===== config.mk =====
export PLATFORM = sky130hd
export DESIGN_NAME = alpha_weighted_quad_downsample
export DESIGN_NICKNAME = d
export VERILOG_FILES = /design/src/rtl/awqd_pkg.sv /design/src/rtl/alpha_weighted_quad_downsample.sv /design/src/rtl/awqd_divider.sv
export SDC_FILE = /design/constraint.sdc
export NUM_CORES = 2
export LEC_CHECK = 0
export ABC_AREA = 0
export BUFFER_PORTS_ARGS = -buffer_cell sky130_fd_sc_hd__clkbuf_2
export CORE_UTILIZATION = 59
export CTS_CLUSTER_SIZE = 40
export DETAILED_ROUTE_END_ITERATION = 6
export PLACE_DENSITY = 0.79
export SLEW_MARGIN = 25
export SYNTH_ARGS = -nofsm -noshare
export SYNTH_HDL_FRONTEND = slang
export SYNTH_HIERARCHICAL = 1
export SYNTH_SLANG_ARGS = --single-unit
export TNS_END_PERCENT = 100

===== constraint.sdc =====
create_clock -name clk -period 7.8 [get_ports clk]
set_clock_uncertainty 0.05 [all_clocks]
set_input_delay 0.78 -clock clk [delete_from_list [all_inputs] [get_ports clk]]
set_output_delay 0.78 -clock clk [all_outputs]
set_load 0.03 [all_outputs]

===== src/rtl/awqd_pkg.sv =====
// shared constants and types for the alpha-weighted quad downsampler
`default_nettype none

package awqd_pkg;

	localparam int CH_W            = 8;
	localparam int PIX_W           = 32;
	localparam int NUM_PIX         = 4;
	localparam int NUM_COL         = 3;
	localparam int ASUM_W          = 10;
	localparam int PROD_W          = 16;
	localparam int WSUM_W          = 18;
	localparam int DIV_STAGES      = 4;
	localparam int QBITS_PER_STAGE = CH_W / DIV_STAGES;
	localparam int PIPE_STAGES     = 2 + DIV_STAGES;
	localparam int IN_W            = NUM_PIX * PIX_W;

	localparam logic [CH_W-1:0] CHAN_MAX = 8'hFF;

	typedef logic [CH_W-1:0]   chan_t;
	typedef logic [ASUM_W-1:0] asum_t;
	typedef logic [PROD_W-1:0] prod_t;
	typedef logic [WSUM_W-1:0] wsum_t;

	typedef struct packed {
		logic  zero;
		chan_t alpha;
	} tag_t;

endpackage

`default_nettype wire


===== src/rtl/alpha_weighted_quad_downsample.sv =====
// Alpha-weighted 2x2 box downsampler for RGBA8888 quads. One quad enters per
// beat and one pixel leaves per beat; the block takes a new quad every cycle
// unless an output stall has filled the pipeline, and each quad passes through
// a multiply stage, an add stage and four divider stages, each resolving two
// quotient bits of the three colour means. A stall on the output holds only the
// stages that are full, so bubbles ahead of it still fill. Colours are
// floor(sum(c*a)/sum(a)); alpha is 255 for a pure cutout quad and (sum(a)+2)/4
// otherwise; a quad with all alphas zero gives an all-zero pixel.
`default_nettype none

module alpha_weighted_quad_downsample (
	input  wire logic                        clk,
	input  wire logic                        arst_n,
	input  wire logic                        s_tvalid,
	output logic                             s_tready,
	// pixel_top_left, pixel_top_right, pixel_bottom_left, pixel_bottom_right
	input  wire logic [awqd_pkg::IN_W-1:0]   s_tdata,
	output logic                             m_tvalid,
	input  wire logic                        m_tready,
	// out_pixel
	output logic [awqd_pkg::PIX_W-1:0]       m_tdata
);
	import awqd_pkg::*;

	logic [PIPE_STAGES-1:0] valid_s;
	logic [PIPE_STAGES-1:0] valid_in;
	logic [PIPE_STAGES-1:0] en;

	prod_t               prod_d  [NUM_PIX][NUM_COL];
	asum_t               asum_d;
	logic                cutout_d;
	prod_t               prod_s1 [NUM_PIX][NUM_COL];
	asum_t               asum_s1;
	logic                cutout_s1;

	wsum_t [NUM_COL-1:0] wsum_d;
	tag_t                tag_d;
	wsum_t [NUM_COL-1:0] wsum_s2;
	asum_t               asum_s2;
	tag_t                tag_s2;

	chan_t [NUM_COL-1:0] quo;
	tag_t                tag_out;
	logic [ASUM_W:0]     asum_rnd;

	// stall chain
	always_comb begin
		en[PIPE_STAGES-1] = !valid_s[PIPE_STAGES-1] || m_tready;
		for (int k = PIPE_STAGES - 2; k >= 0; k--) begin
			en[k] = !valid_s[k] || en[k+1];
		end
		valid_in = {valid_s[PIPE_STAGES-2:0], s_tvalid};
	end

	assign s_tready = en[0];

	always_ff @(posedge clk or negedge arst_n) begin
		if (!arst_n) begin
			valid_s <= '0;
		end else begin
			for (int k = 0; k < PIPE_STAGES; k++) begin
				if (en[k]) begin
					valid_s[k] <= valid_in[k];
				end
			end
		end
	end

	// products and alpha sum
	always_comb begin
		chan_t a;
		asum_d   = '0;
		cutout_d = 1'b1;
		for (int i = 0; i < NUM_PIX; i++) begin
			a        = s_tdata[i*PIX_W + 3*CH_W +: CH_W];
			asum_d   = asum_d + ASUM_W'(a);
			cutout_d = cutout_d & ((a == '0) || (a == CHAN_MAX));
			for (int c = 0; c < NUM_COL; c++) begin
				prod_d[i][c] = prod_t'(s_tdata[i*PIX_W + c*CH_W +: CH_W]) * prod_t'(a);
			end
		end
	end

	always_ff @(posedge clk) begin
		if (en[0]) begin
			prod_s1   <= prod_d;
			asum_s1   <= asum_d;
			cutout_s1 <= cutout_d;
		end
	end

	// weighted sums and output alpha
	always_comb begin
		for (int c = 0; c < NUM_COL; c++) begin
			wsum_d[c] = '0;
			for (int i = 0; i < NUM_PIX; i++) begin
				wsum_d[c] = wsum_d[c] + WSUM_W'(prod_s1[i][c]);
			end
		end
		asum_rnd   = {1'b0, asum_s1} + (ASUM_W+1)'(2);
		tag_d.zero = (asum_s1 == '0);
		if (tag_d.zero) begin
			tag_d.alpha = '0;
		end else if (cutout_s1) begin
			tag_d.alpha = CHAN_MAX;
		end else begin
			tag_d.alpha = asum_rnd[CH_W+1:2];
		end
	end

	always_ff @(posedge clk) begin
		if (en[1]) begin
			wsum_s2 <= wsum_d;
			asum_s2 <= asum_s1;
			tag_s2  <= tag_d;
		end
	end

	awqd_divider u_div (
		.clk     (clk),
		.en      (en[PIPE_STAGES-1:2]),
		.num     (wsum_s2),
		.den     (asum_s2),
		.tag_in  (tag_s2),
		.quo     (quo),
		.tag_out (tag_out)
	);

	assign m_tvalid = valid_s[PIPE_STAGES-1];
	assign m_tdata  = tag_out.zero ? '0 : {tag_out.alpha, quo[2], quo[1], quo[0]};

	a_accept_fills: assert property (@(posedge clk) disable iff (!arst_n)
		s_tvalid && s_tready |=> valid_s[0])
		else $error("accepted beat did not reach stage one");

	a_bubble_ready: assert property (@(posedge clk) disable iff (!arst_n)
		!valid_s[0] |-> s_tready)
		else $error("empty first stage refused a beat");

	a_drain_moves: assert property (@(posedge clk) disable iff (!arst_n)
		m_tvalid && m_tready && valid_s[PIPE_STAGES-2] |=> m_tvalid)
		else $error("pipeline lost a beat on drain");

	a_zero_pixel: assert property (@(posedge clk) disable iff (!arst_n)
		m_tvalid && tag_out.zero |-> m_tdata == '0)
		else $error("transparent quad gave a nonzero pixel");

endmodule

`default_nettype wire


===== src/rtl/awqd_divider.sv =====
// pipelined restoring divider for the three weighted colour sums
`default_nettype none

module awqd_divider (
	input  wire logic                                   clk,
	input  wire logic [awqd_pkg::DIV_STAGES-1:0]        en,
	input  wire awqd_pkg::wsum_t [awqd_pkg::NUM_COL-1:0] num,
	input  wire awqd_pkg::asum_t                        den,
	input  wire awqd_pkg::tag_t                         tag_in,
	output awqd_pkg::chan_t [awqd_pkg::NUM_COL-1:0]     quo,
	output awqd_pkg::tag_t                              tag_out
);
	import awqd_pkg::*;

	wsum_t [NUM_COL-1:0] rem_s [DIV_STAGES-1];
	asum_t               den_s [DIV_STAGES-1];
	chan_t [NUM_COL-1:0] quo_s [DIV_STAGES];
	tag_t                tag_s [DIV_STAGES];

	wsum_t [NUM_COL-1:0] src_rem [DIV_STAGES];
	chan_t [NUM_COL-1:0] src_quo [DIV_STAGES];
	asum_t               src_den [DIV_STAGES];
	tag_t                src_tag [DIV_STAGES];
	wsum_t [NUM_COL-1:0] nxt_rem [DIV_STAGES];
	chan_t [NUM_COL-1:0] nxt_quo [DIV_STAGES];

	always_comb begin
		wsum_t r;
		wsum_t trial;
		chan_t qv;
		int    j;
		src_rem[0] = num;
		src_quo[0] = '0;
		src_den[0] = den;
		src_tag[0] = tag_in;
		for (int k = 1; k < DIV_STAGES; k++) begin
			src_rem[k] = rem_s[k-1];
			src_quo[k] = quo_s[k-1];
			src_den[k] = den_s[k-1];
			src_tag[k] = tag_s[k-1];
		end
		for (int k = 0; k < DIV_STAGES; k++) begin
			for (int c = 0; c < NUM_COL; c++) begin
				r  = src_rem[k][c];
				qv = src_quo[k][c];
				for (int b = 0; b < QBITS_PER_STAGE; b++) begin
					j     = CH_W - 1 - QBITS_PER_STAGE * k - b;
					trial = WSUM_W'(src_den[k]) << j;
					if (r >= trial) begin
						r     = r - trial;
						qv[j] = 1'b1;
					end
				end
				nxt_rem[k][c] = r;
				nxt_quo[k][c] = qv;
			end
		end
	end

	always_ff @(posedge clk) begin
		for (int k = 0; k < DIV_STAGES - 1; k++) begin
			if (en[k]) begin
				rem_s[k] <= nxt_rem[k];
				den_s[k] <= src_den[k];
			end
		end
		for (int k = 0; k < DIV_STAGES; k++) begin
			if (en[k]) begin
				quo_s[k] <= nxt_quo[k];
				tag_s[k] <= src_tag[k];
			end
		end
	end

	assign quo     = quo_s[DIV_STAGES-1];
	assign tag_out = tag_s[DIV_STAGES-1];

endmodule

`default_nettype wire

==> flow_metrics.env <==
export IMPL_wl_um=149000
export IMPL_cts_max_level=3
export IMPL_finalSetupTns_ns=0
export IMPL_grt_pass1_wl_um=240000
export IMPL_syn_inst=6091
export IMPL_overflow=0
export IMPL_synth_cell_type_count=113
export IMPL_fin_crit_sh=0.828
export IMPL_drive_gt1_frac=0.0788
export IMPL_fmax_mhz=155
export IMPL_path_clk_slew_ns=0.06
export IMPL_finalSetupViolCount=0
export IMPL_crit_path_top_delay_cell="or2_0"
export IMPL_period_minus_slack_ns=6.46
export IMPL_place_area_mm2=0.0645
export IMPL_numPortBuffers=165
export IMPL_holdBufCountCts=1
export IMPL_crit_required_ns=8.12
export IMPL_root_buffer="clkbuf_16"
export IMPL_grt_max_degree=74
export IMPL_fp_dieH_um=327
export IMPL_tightestPinTransition_ns=1.00
export IMPL_worstSkewPairLatency_ns=0.64
export IMPL_worstPathMaxFanout=15
export IMPL_drt_first_iter_violations=2948
export IMPL_numCtsBuffers=68
export IMPL_critPathKind="reg -> reg"
export IMPL_firstDrtPassIters=7
export IMPL_cts_tree="yes"
export IMPL_rows=118
export IMPL_final_util=0.642
export IMPL_dp_cells=7539
export IMPL_final_common_cell="inv_1"
export IMPL_chipWidth_um=327
export IMPL_multi_input_area_mm2=0.0417
export IMPL_final_cell_mix="inv_1, ha_1, and2_1"
export IMPL_antenna_found_initial=12
export IMPL_status="finished with violations"
export IMPL_area_delta_synth_final_pct=7.24
export IMPL_max_stage_delay_ns=0.74
export IMPL_drv_slew=0
export IMPL_syn_area_mm2=0.0623
export IMPL_synthesis_nets=7521
export IMPL_vias=45353
export IMPL_path_cells="inv_1 -> ha_1 -> a21oi_1 -> o21ai_0 -> nor3_1 -> a21oi_1 -> or2_0 -> mux2_2 -> ha_1 -> a21oi_1 -> o21ai_0 -> o21ai_0 -> o22ai_1 -> or3_1 -> or3_1 -> nor3_2 -> mux2_2"
export IMPL_post_cts_resized=0
export IMPL_via_per_inst=5.91
export IMPL_regArea_mm2=0.0171
export IMPL_ys_warnings_count=6
export IMPL_synth_edf_count=564
export IMPL_design_area_mm2=0.0668
export IMPL_ant_nets=0
export IMPL_ios=166
export IMPL_max_cap_violations=0
export IMPL_async_flop_share=0.0105
export IMPL_start_kind="flop"
export IMPL_layout_nets=7661
export IMPL_numClockSinks=570
export IMPL_hold_viol=0
export IMPL_final_cells=7673
export IMPL_worst_setup_path_end_kind="flop"
export IMPL_crit_arrival_ns=6.78
export IMPL_clockBufferDepth=3
export IMPL_grt_pass1_vias=46609
export IMPL_syn_area_per_cell_um2=10.2
export IMPL_wl_per_cell_um=19.4
export IMPL_fill_cells=8112
export IMPL_synth_flop_cell="edfxtp_1"
export IMPL_gp_congestion=0.951
export IMPL_ys_seq_elements=570
export IMPL_start_util=0.598
export IMPL_core_area_mm2=0.104
export IMPL_slew_headroom=0.330
export IMPL_die_area_mm2=0.107
export IMPL_drc_errors=9
export IMPL_hp_class="in -> reg"
export IMPL_grt_usage=0.283
export IMPL_violations="design-rule violations"
export IMPL_rsz0062_at_grt="false"
export IMPL_place_hpwl_um=117000
export IMPL_cts_setup_buffers=0
export IMPL_synth_yosys_seq_area_share=0.274
==> routing by layer <==
metal,vias up,part of all wire,GRT usage
met5,-,0.00017,0
met4,4,0.064,0.162
met3,368,0.053,0.0356
met2,1443,0.49,0.495
met1,22183,0.39,0.336
li1,21355,-,-
==> registers in the layout, summed over array words and instances, names as in the netlist <==
name,flops
u_div/rem_s,162
valid_s,6
asum_s1,10
asum_s2,10
wsum_s2,54
prod_s1,192
u_div/tag_s,36
u_div/quo_s,60
u_div/den_s,30
tag_s2,9
cutout_s1,1
==> critical path: cells and delay by family (launching register included) <==
kind,cells,cell delay [ns]
and+or+nand+nor,5,2.26
DFF,1,0.41
adders and majority gates,2,0.64
muxes,2,0.86
buffers and inverters,1,0.36
AOI/OAI and AO/OA,7,1.61
==> synth_stat cells, drive strengths merged, types with 36 or more instances <==
library cell / n / area, um^2
and3: 36 / 225
a211oi: 43 / 328
mux2: 122 / 1430
a21oi: 308 / 1560
nor2: 245 / 922
nand2b: 42 / 263
inv: 803 / 3010
edfxtp: 564 / 16900
nor2b: 104 / 658
o21ai: 220 / 1110
o21bai: 37 / 278
nor4: 53 / 413
fa: 565 / 11300
or3: 37 / 231
nor3: 112 / 576
nand3: 73 / 365
o21a: 46 / 345
nand4: 67 / 425
xor2: 95 / 832
clkbuf: 101 / 379
xnor2: 209 / 1830
and2: 626 / 3920
ha: 733 / 9170
a21o: 107 / 805
nand2: 327 / 1230
==> through the flow <==
stage	setup slack [ns]	hold slack (ns)
finish	1.34	0.282
global route	1.03	0.292
floorplan	2.27	0.350
CTS	1.33	0.252
detailed placement	1.39	0.355
global placement	1.59	0.352
==> path summary, 6_finish.rpt <==
check | depth (start not counted) | slack, ns | start | end
max | 17 | 1.34 | u_div/den_s[0][7] | u_div/rem_s[0][103]
min | 2 | 0.28 | s_tvalid | valid_s[0]
max reg2reg | 17 | 1.34 | u_div/den_s[0][7] | u_div/rem_s[0][103]
min reg2reg | 0 | 0.37 | u_div/tag_s[1][7] | u_div/tag_s[2][7]
max in group asynchronous | 2 | 7.08 | arst_n | valid_s[4]
min in group asynchronous | 2 | 0.47 | arst_n | valid_s[1]
==> area by class of cell <==
class / count / area share
Multi-Input combinational cell: 4603 / 0.625
Sequential cell: 570 / 0.256
Inverter: 804 / 0.0452
Clock buffer: 89 / 0.0270
Tap cell: 1380 / 0.0259
Timing Repair Buffer: 184 / 0.0146
Clock inverter: 34 / 0.00641
Antenna cell: 9 / 0.000337
==> cells by family after synthesis <==
family / Yosys count / share of synthesized area
and+or+nand+nor: 1838 / 0.163
adders and majority gates: 1298 / 0.329
AOI/OAI and AO/OA: 1008 / 0.107
buffers and inverters: 918 / 0.0562
DFF: 570 / 0.274
xor gates and xnor gates: 304 / 0.0428
muxes: 155 / 0.0282
Power is not shown: default switching activity piles up to over one toggle a cycle in this logic, so the estimate is an artifact.
